**config.mk**
```make
export PLATFORM = sky130hd
export DESIGN_NAME = buffer_frame_clock_manager
export DESIGN_NICKNAME = d
export VERILOG_FILES = /design/src/hw/rtl/bfcm_pkg.sv /design/src/hw/rtl/bfcm_datapath.sv /design/src/hw/rtl/bfcm_ctrl.sv /design/src/hw/rtl/buffer_frame_clock_manager.sv
export SDC_FILE = /design/constraint.sdc
export NUM_CORES = 1
export LEC_CHECK = 0
export BUFFER_PORTS_ARGS = -buffer_cell sky130_fd_sc_hd__buf_2
export CAP_MARGIN = 20
export CORE_AREA = 8 8 324 326
export DETAILED_ROUTE_END_ITERATION = 6
export DIE_AREA = 0 0 332 334
export GPL_TIMING_DRIVEN = 0
export PLACE_DENSITY_LB_ADDON = 0.3
export REMOVE_ABC_BUFFERS = 1
export SYNTH_ARGS = -nofsm -noshare
export SYNTH_HDL_FRONTEND = slang
export SYNTH_SLANG_ARGS = --single-unit
```
**constraint.sdc**
```tcl
create_clock -name clk -period 11.5 [get_ports clk]
set_input_delay 0 -clock clk [delete_from_list [all_inputs] [get_ports clk]]
set_output_delay 0 -clock clk [all_outputs]
set_load 0.01 [all_outputs]
```
**src/hw/rtl/bfcm_pkg.sv**
```systemverilog
// Package for the buffer frame clock manager: request and result types,
// command and status codes, and the controller-to-datapath command struct.
// No dependencies.
`default_nettype none
package bfcm_pkg;
  localparam int NumFrames = 16;
  localparam int IdxW = 4;

  localparam logic [2:0] CmdRead = 3'd0;
  localparam logic [2:0] CmdUnpin = 3'd1;
  localparam logic [2:0] CmdAlloc = 3'd2;
  localparam logic [2:0] CmdDispose = 3'd3;
  localparam logic [2:0] CmdFlush = 3'd4;

  localparam logic [2:0] StHit = 3'd0;
  localparam logic [2:0] StLoaded = 3'd1;
  localparam logic [2:0] StOk = 3'd2;
  localparam logic [2:0] StAbsent = 3'd3;
  localparam logic [2:0] StFull = 3'd4;
  localparam logic [2:0] StNotPinned = 3'd5;
  localparam logic [2:0] StPinned = 3'd6;
  localparam logic [2:0] StNotFound = 3'd7;

  localparam logic [2:0] OpNone = 3'd0;
  localparam logic [2:0] OpHit = 3'd1;
  localparam logic [2:0] OpUnpin = 3'd2;
  localparam logic [2:0] OpClear = 3'd3;
  localparam logic [2:0] OpLoad = 3'd4;
  localparam logic [2:0] OpRefClr = 3'd5;

  typedef struct packed {
    logic [2:0] cmd;
    logic [7:0] file_id;
    logic [31:0] page_no;
    logic dirty_flag;
  } req_t;

  typedef struct packed {
    logic [2:0] status;
    logic [3:0] frame_index;
    logic fetch_needed;
    logic writeback;
    logic [7:0] wb_file;
    logic [31:0] wb_page;
    logic last;
  } rsp_t;

  typedef struct packed {
    logic [2:0] op;
    logic [IdxW-1:0] idx;
    logic dirty;
    logic hand_we;
  } dp_cmd_t;

  typedef struct packed {
    logic valid;
    logic match;
    logic pinned;
    logic refb;
    logic dirty;
    logic file_eq;
    logic any_free;
    logic [7:0] file;
    logic [31:0] page;
  } dp_stat_t;
endpackage
`default_nettype wire

```
**src/hw/rtl/bfcm_datapath.sv**
```systemverilog
// Frame table datapath: tags, pin counts, reference and dirty bits, clock hand.
// Executes one table operation per cycle at an index chosen by the controller.
// Depends on bfcm_pkg.
`default_nettype none
module bfcm_datapath (
  input  wire logic clk,
  input  wire logic rst,
  input  wire bfcm_pkg::req_t req,
  input  wire logic [bfcm_pkg::IdxW-1:0] probe,
  input  wire bfcm_pkg::dp_cmd_t dcmd,
  output bfcm_pkg::dp_stat_t stat,
  output logic [bfcm_pkg::IdxW-1:0] hand
);
  logic [bfcm_pkg::NumFrames-1:0] valid;
  logic [bfcm_pkg::NumFrames-1:0] refb;
  logic [bfcm_pkg::NumFrames-1:0] dirty;
  logic [7:0] pin [bfcm_pkg::NumFrames];
  logic [7:0] file [bfcm_pkg::NumFrames];
  logic [31:0] page [bfcm_pkg::NumFrames];
  logic [bfcm_pkg::NumFrames-1:0] free;

  always_comb begin
    for (int i = 0; i < bfcm_pkg::NumFrames; i++) free[i] = (pin[i] == 8'd0);
    stat.valid = valid[probe];
    stat.file_eq = file[probe] == req.file_id;
    stat.match = valid[probe] && stat.file_eq && page[probe] == req.page_no;
    stat.pinned = pin[probe] != 8'd0;
    stat.refb = refb[probe];
    stat.dirty = dirty[probe];
    stat.any_free = |free;
    stat.file = file[probe];
    stat.page = page[probe];
  end

  always_ff @(posedge clk) begin
    if (rst) begin
      valid <= '0;
      refb <= '0;
      dirty <= '0;
      hand <= bfcm_pkg::IdxW'(bfcm_pkg::NumFrames - 1);
      for (int i = 0; i < bfcm_pkg::NumFrames; i++) pin[i] <= 8'd0;
    end else begin
      if (dcmd.hand_we) hand <= dcmd.idx;
      case (dcmd.op)
        bfcm_pkg::OpHit: begin
          if (pin[dcmd.idx] != 8'hff) pin[dcmd.idx] <= pin[dcmd.idx] + 8'd1;
          refb[dcmd.idx] <= 1'b1;
        end
        bfcm_pkg::OpUnpin: begin
          pin[dcmd.idx] <= pin[dcmd.idx] - 8'd1;
          if (dcmd.dirty) dirty[dcmd.idx] <= 1'b1;
        end
        bfcm_pkg::OpClear: begin
          valid[dcmd.idx] <= 1'b0;
          pin[dcmd.idx] <= 8'd0;
          refb[dcmd.idx] <= 1'b0;
          dirty[dcmd.idx] <= 1'b0;
        end
        bfcm_pkg::OpLoad: begin
          valid[dcmd.idx] <= 1'b1;
          file[dcmd.idx] <= req.file_id;
          page[dcmd.idx] <= req.page_no;
          pin[dcmd.idx] <= 8'd1;
          refb[dcmd.idx] <= 1'b1;
          dirty[dcmd.idx] <= 1'b0;
        end
        bfcm_pkg::OpRefClr: refb[dcmd.idx] <= 1'b0;
        default: ;
      endcase
    end
  end
endmodule
`default_nettype wire

```
**src/hw/rtl/bfcm_ctrl.sv**
```systemverilog
// Request sequencer: lookup scan, clock sweep and flush walk, one frame a cycle
// if not stalled. Drives the datapath, builds each result. Depends on bfcm_pkg.
`default_nettype none
module bfcm_ctrl (
  input  wire logic clk,
  input  wire logic rst,
  input  wire logic in_valid,
  output logic in_stall,
  input  wire bfcm_pkg::req_t in_req,
  output bfcm_pkg::req_t req,
  output logic out_valid,
  input  wire logic out_stall,
  output bfcm_pkg::rsp_t rsp,
  output logic [bfcm_pkg::IdxW-1:0] probe,
  output bfcm_pkg::dp_cmd_t dcmd,
  input  wire bfcm_pkg::dp_stat_t stat,
  input  wire logic [bfcm_pkg::IdxW-1:0] hand
);
  localparam logic [1:0] SIdle = 2'd0;
  localparam logic [1:0] SScan = 2'd1;
  localparam logic [1:0] SSweep = 2'd2;
  localparam logic [1:0] SFlush = 2'd3;
  localparam logic [bfcm_pkg::IdxW-1:0] LastIdx =
    bfcm_pkg::IdxW'(bfcm_pkg::NumFrames - 1);

  logic [1:0] state, state_next;
  logic [bfcm_pkg::IdxW-1:0] idx, idx_next;
  logic [bfcm_pkg::IdxW-1:0] hnext;
  logic emit;
  bfcm_pkg::rsp_t r;
  logic can_out;

  assign can_out = !out_valid || !out_stall;
  assign in_stall = state != SIdle;
  assign hnext = (hand == LastIdx) ? '0 : hand + 1'b1;
  assign probe = (state == SSweep) ? hnext : idx;

  always_comb begin
    state_next = state;
    idx_next = idx;
    dcmd = '0;
    emit = 1'b0;
    r = '0;
    r.last = 1'b1;
    r.frame_index = idx;
    unique case (state)
      SIdle: begin
        idx_next = '0;
        if (in_valid) begin
          if (in_req.cmd == bfcm_pkg::CmdFlush) state_next = SFlush;
          else if (in_req.cmd <= bfcm_pkg::CmdDispose) state_next = SScan;
        end
      end
      SScan: if (can_out) begin
        if (stat.match) begin
          emit = 1'b1;
          state_next = SIdle;
          dcmd.idx = idx;
          case (req.cmd)
            bfcm_pkg::CmdUnpin: begin
              if (stat.pinned) begin
                r.status = bfcm_pkg::StOk;
                dcmd.op = bfcm_pkg::OpUnpin;
                dcmd.dirty = req.dirty_flag;
              end else r.status = bfcm_pkg::StNotPinned;
            end
            bfcm_pkg::CmdDispose: begin
              r.status = bfcm_pkg::StOk;
              dcmd.op = bfcm_pkg::OpClear;
            end
            default: begin
              r.status = bfcm_pkg::StHit;
              dcmd.op = bfcm_pkg::OpHit;
            end
          endcase
        end else if (idx == LastIdx) begin
          r.frame_index = '0;
          case (req.cmd)
            bfcm_pkg::CmdUnpin: begin
              emit = 1'b1; r.status = bfcm_pkg::StAbsent; state_next = SIdle;
            end
            bfcm_pkg::CmdDispose: begin
              emit = 1'b1; r.status = bfcm_pkg::StNotFound; state_next = SIdle;
            end
            default: begin
              if (stat.any_free) state_next = SSweep;
              else begin
                emit = 1'b1; r.status = bfcm_pkg::StFull; state_next = SIdle;
              end
            end
          endcase
        end else idx_next = idx + 1'b1;
      end
      SSweep: if (can_out) begin
        dcmd.idx = hnext;
        dcmd.hand_we = 1'b1;
        if (!stat.pinned) begin
          if (stat.refb) dcmd.op = bfcm_pkg::OpRefClr;
          else begin
            dcmd.op = bfcm_pkg::OpLoad;
            emit = 1'b1;
            r.status = bfcm_pkg::StLoaded;
            r.frame_index = hnext;
            r.fetch_needed = req.cmd == bfcm_pkg::CmdRead;
            r.writeback = stat.valid && stat.dirty;
            r.wb_file = r.writeback ? stat.file : 8'd0;
            r.wb_page = r.writeback ? stat.page : 32'd0;
            state_next = SIdle;
          end
        end
      end
      SFlush: if (can_out) begin
        if (stat.valid && stat.file_eq) begin
          emit = 1'b1;
          if (stat.pinned) begin
            r.status = bfcm_pkg::StPinned;
            state_next = SIdle;
          end else begin
            r.status = bfcm_pkg::StOk;
            r.last = 1'b0;
            r.writeback = stat.dirty;
            r.wb_file = stat.dirty ? stat.file : 8'd0;
            r.wb_page = stat.dirty ? stat.page : 32'd0;
            dcmd.op = bfcm_pkg::OpClear;
            dcmd.idx = idx;
          end
        end
        if (state_next == SFlush) begin
          if (idx == LastIdx) begin
            if (!emit) begin
              emit = 1'b1;
              r = '0;
              r.status = bfcm_pkg::StOk;
              r.last = 1'b1;
              state_next = SIdle;
            end else state_next = SScan;
          end else idx_next = idx + 1'b1;
        end
      end
      default: state_next = SIdle;
    endcase
  end

  // A flush that clears the last frame closes with its final result via SScan.
  always_ff @(posedge clk) begin
    if (rst) begin
      state <= SIdle;
      idx <= '0;
      out_valid <= 1'b0;
    end else begin
      if (state == SScan && req.cmd == bfcm_pkg::CmdFlush) begin
        if (can_out) begin
          state <= SIdle;
          out_valid <= 1'b1;
          rsp <= '{status: bfcm_pkg::StOk, frame_index: '0, fetch_needed: 1'b0,
                   writeback: 1'b0, wb_file: 8'd0, wb_page: 32'd0, last: 1'b1};
        end else out_valid <= out_valid;
      end else begin
        state <= state_next;
        idx <= idx_next;
        if (emit) begin
          out_valid <= 1'b1;
          rsp <= r;
        end else if (!out_stall) out_valid <= 1'b0;
      end
      if (state == SIdle && in_valid) req <= in_req;
    end
  end
endmodule
`default_nettype wire

```
**src/hw/rtl/buffer_frame_clock_manager.sv**
```systemverilog
// Buffer frame manager with clock replacement and pin counts (top level).
// Channel in: req (cmd, file_id, page_no, dirty_flag) with in_valid and
// in_stall. Channel out: rsp (status, frame_index, fetch_needed, writeback,
// wb_file, wb_page, last) with out_valid and out_stall. A transfer happens
// when valid is high and stall is low.
// One request is handled at a time; in_stall is high while it is in work.
// Lookup scans the table one frame a cycle while no result waits under
// out_stall and stops at the first match. A read or allocate that misses
// then runs the clock sweep, one frame a cycle on the same terms, if any
// frame is unpinned, else it returns full. Flush walks the 16 frames and
// emits one result per cleared frame, plus a closing result; a pinned frame
// of its file stops it with a pinned result in place of the closing one.
// Results sit in an output register; while a result waits under out_stall the
// sequencer waits and the table is not changed.
// Synchronous reset empties the table, clears all pin counts and marks, and
// sets the clock hand to the last frame.
// Depends on bfcm_pkg, bfcm_ctrl and bfcm_datapath.
`default_nettype none
module buffer_frame_clock_manager (
  input  wire logic clk,
  input  wire logic rst,
  input  wire logic in_valid,
  output logic in_stall,
  input  wire bfcm_pkg::req_t in_req,
  output logic out_valid,
  input  wire logic out_stall,
  output bfcm_pkg::rsp_t rsp
);
  bfcm_pkg::req_t req;
  bfcm_pkg::dp_cmd_t dcmd;
  bfcm_pkg::dp_stat_t stat;
  logic [bfcm_pkg::IdxW-1:0] probe;
  logic [bfcm_pkg::IdxW-1:0] hand;

  bfcm_ctrl u_ctrl (
    .clk(clk), .rst(rst), .in_valid(in_valid), .in_stall(in_stall),
    .in_req(in_req), .req(req), .out_valid(out_valid), .out_stall(out_stall),
    .rsp(rsp), .probe(probe), .dcmd(dcmd), .stat(stat), .hand(hand)
  );

  bfcm_datapath u_dp (
    .clk(clk), .rst(rst), .req(req), .probe(probe), .dcmd(dcmd),
    .stat(stat), .hand(hand)
  );
endmodule
`default_nettype wire
```
==> results.cfg <==
[sta]
finalCritPeriodShare_pct = 97.2
setup_viol = 0
max_slew_margin_pct = 17.8
tns_ns = 0
rsz0062_at_grt = false
clock-skew-final_ns = 0.0364
final.setup.worst_slack_ns = 0.319
hold_ws_ns = 0.0413
fmax_mhz = 89.4
tightest_slew_ns = 1.23
finalHoldViolations = 0
drv_slew = 0
finalWorstPathRequiredPeriod_ns = 11.18

[worst_setup_path]
crit_top_cell = or4_1
worst_ep_required_time_ns = 11.89
crit_path_end_kind = flop
crit_slowest_cell = or4_1
cpPeakStageDelay_ns = 0.95
crit_path_start_kind = flop
path_cells = ha_1 -> nand3_2 -> a22o_4 -> buf_16 -> nand2_2 -> o22ai_1 -> or4b_1 -> a221oi_1 -> a32oi_1 -> or4_1 -> or4_1 -> or4_1 -> o211ai_1 -> buf_4 -> buf_4 -> o22ai_1 -> o21ai_0 -> o2111ai_1 -> nor3_1 -> a41o_1 -> a2111o_2 -> buf_12 -> buf_12 -> nor3b_1
cp_num_buf_inv = 5
critical_path_arrival_ns = 11.57
cp_top_family = simple AND/OR/NAND/NOR gates
path_class = flop to flop
cp_max_fo = 59

[logic_synthesis]
synth_seq_cells = 921
synth_edf_count = 862
syn-instance-count = 2965
synth_area_sq_um = 39600
yosys_warnings = 0
async_flop_share_pct = 0
yosys.cell_types.count = 101
synth_flop_cell = edfxtp_1
syn_area_per_cell_sq_um = 13.4
synth-seq-area-share_pct = 68.3

[detailed_routing]
wl_microns = 126000
first_iter_violations = 3659
drt-met1-wl_microns = 52000
wl_per_cell_microns = 28.2
dr.max_layer_used = met5
route.met2.wl_microns = 58500
first_pass_iters = 6
ant_nets = 0
wl_met3_microns = 11900
drc = 0
viasPerCell = 6.21
vias = 27800

[worst_hold_path]
hold_path_class = primary input to flop

[final_layout]
fin_util_pct = 46.6
area_delta_synth_final_pct = 17.0
fillerInstances = 8708
drive_gt1_share_pct = 14.8
nets = 3155

[pwr]
peakVddDrop_mv = 0.135
power_density_nw_per_um2 = 196
seq_power_share_pct = 43.3
p_leak_uw = 0.0147
p_int_uw = 6120
finalPower_uw = 9070
p_clk_share_pct = 31.9
comb_power_share_pct = 24.7
p_sw_uw = 2960
switching_share_pct = 32.6

[floorplan]
coreArea_sq_um = 99600
start_util_pct = 39.8
die_h_microns = 334
rows = 116
die_x_microns = 332
dieArea_sq_um = 111000
ios = 100

[place]
finalWeightedCongestion = 0.920
preCtsSetupSlack_ns = 0.360
io_buffer_count = 99
hpwl_microns = 82000

[flow_run]
cap_violations = 0

[grt]
antenna_found_initial = 5
grt_usage_pct = 21.8
grt_max_degree = 78
grt.overflow.total = 0
grt_pass1_wl_microns = 183000
grt_pass1_vias = 26700

[clock_network]
path_clk_slew_ns = 0.07
tritoncts = built
cts_inserted_buffers = 92
h-tree-depth = 3
clk-insertion-delay-late_ns = 0.68
clkSinkCount = 921
cts_max_path_buffers = 3
cts_root_buf = clkbuf_16

[run_status]
status = completed
-- cells in the final DEF, fill, tap and decap left out, types with 16 or more instances in the layout --
cell type,instances
buf_8,31
mux2i_1,47
nor3_2,33
xor2_1,16
a21oi_1,132
and3_1,18
a211o_1,16
a221oi_1,30
nand3_1,59
nor2b_1,17
nor2_4,16
nor3_1,132
clkinv_2,19
o221ai_1,27
inv_1,45
o21ai_0,71
a22oi_1,19
edfxtp_1,862
buf_12,46
dfxtp_1,57
a2111oi_0,28
buf_2,99
o2111ai_1,19
clkinv_1,16
nor2_1,139
clkbuf_1,21
dlygate4sd3_1,47
a211oi_1,135
a21o_1,24
clkbuf_16,95
o22ai_1,114
nor3b_1,20
nand2_1,276
nor4_1,52
a31oi_1,16
-- stage by stage --
stage | std cells | instance area, sq um
final | 4472 | 46400
after global routing | 4469 | 46400
after CTS | 4464 | 46300
after detailed placement | 4250 | 43000
after global placement | 4145 | 40700
after floorplan | 2748 | 38600
-- state kept, by name (all words and copies together), names as in the netlist, named ones only --
register	count
u_dp.page	512
u_dp.file	128
u_dp.pin	128
u_ctrl.rsp	50
u_ctrl.req	44
u_ctrl.idx	4
u_dp.hand	4
u_ctrl.state	2
u_ctrl.out_valid	1
-- worst register-to-register path, cell delays in order (launching register included) --
cell	delay (ns)
dfxtp_1	0.52
ha_1	0.47
nand3_2	0.51
a22o_4	0.63
buf_16	0.29
nand2_2	0.79
o22ai_1	0.15
or4b_1	0.58
a221oi_1	0.41
a32oi_1	0.20
or4_1	0.59
or4_1	0.73
or4_1	0.96
o211ai_1	0.36
buf_4	0.27
buf_4	0.22
o22ai_1	0.12
o21ai_0	0.41
o2111ai_1	0.54
nor3_1	0.32
a41o_1	0.30
a2111o_2	0.82
buf_12	0.35
buf_12	0.25
nor3b_1	0.09
-- synth_stat cells, types with 12 or more instances --
master | count | area share (%)
or3_1 | 15 | 0.24
a221oi_1 | 30 | 0.66
a211oi_1 | 135 | 2.6
nor2_1 | 156 | 1.5
o2111ai_1 | 20 | 0.44
dfxtp_1 | 59 | 3.0
buf_2 | 75 | 0.95
a211o_1 | 16 | 0.35
a32oi_1 | 15 | 0.33
a21oi_1 | 134 | 1.7
a2111oi_0 | 28 | 0.62
o21a_1 | 13 | 0.25
nand2b_1 | 14 | 0.22
a21o_1 | 26 | 0.49
buf_4 | 15 | 0.28
o21ai_0 | 72 | 0.91
nor3_1 | 132 | 1.7
mux2i_1 | 48 | 1.2
clkbuf_1 | 93 | 0.88
a31oi_1 | 17 | 0.27
o221ai_1 | 27 | 0.60
buf_1 | 24 | 0.23
a22oi_1 | 20 | 0.38
inv_1 | 45 | 0.43
nand4_1 | 13 | 0.21
and3_1 | 19 | 0.30
o22ai_1 | 115 | 1.8
nand3_1 | 59 | 0.75
a311oi_1 | 12 | 0.27
nor3_2 | 33 | 0.83
nor3b_1 | 20 | 0.38
nand2_1 | 278 | 2.6
xor2_1 | 21 | 0.46
edfxtp_1 | 862 | 65
xnor2_1 | 14 | 0.31
nor2b_1 | 18 | 0.28
nor4_1 | 53 | 0.84
-- layer usage --
layer / global-route usage (%) / vias up
met3: 4.37 / 191
met5: 0 / -
met1: 29.6 / 14000
met4: 6.90 / 2
li1: - / 12100
met2: 35.1 / 1484
-- power groups by stage --
stage | Combinational [uW] | Sequential [uW] | Clock (uW)
2_1_floorplan | 1220 | 3950 | 0
3_3_place_gp | 2030 | 4000 | 0
3_5_place_dp | 2160 | 3990 | 0
4_1_cts | 2180 | 3920 | 2920
5_1_grt | 2370 | 3940 | 3040
6_report | 2240 | 3930 | 2900
-- worst paths after layout --
path | from | to | slack (ns) | cells after the start
worst max-delay path | u_dp.hand[0]$_SDFFE_PP1P_ | u_dp.pin[6][4]$_SDFFCE_PN0P_ | 0.32 | 24
worst min-delay path | in_req[3] | u_ctrl.req[3]$_DFFE_PP_ | 0.04 | 2
worst max register to register | u_dp.hand[0]$_SDFFE_PP1P_ | u_dp.pin[6][4]$_SDFFCE_PN0P_ | 0.32 | 24
worst min register to register | flop | flop | 0.45 | 2
-- layout make-up --
cell class,count,area [sq um],area share [%]
Tap cell,1298,1620,3.50
Timing Repair Buffer,255,2920,6.29
Antenna cell,3,7.51,0.0162
Clock inverter,47,355,0.766
Multi-Input combinational cell,1783,11700,25.3
Sequential cell,921,27100,58.4
Inverter,45,169,0.364
Clock buffer,120,2510,5.41
-- repair_timing --
item,CTS,global route
hold buffers,47,0
setup endpoints to repair,0,74
setup buffers,0,3
gates resized for setup,0,5
endpoints found under the hold margin,77,0
-- logic make-up (layout without fill, tap and decap cells) --
kind of cell / Yosys count / after routing / synth area share [%]
other: 0 / 3 / 0
flip-flops: 921 / 921 / 68.3
buffers and inverters: 262 / 467 / 3.05
AO/OA/AOI/OAI: 803 / 803 / 14.5
multiplexers: 62 / 62 / 1.84
XOR/XNOR: 37 / 37 / 0.884
AND/OR/NAND/NOR: 871 / 872 / 11.1
adder cells (fa/ha/maj): 9 / 9 / 0.303
Note: power is estimated with default switching activity, not from simulation.
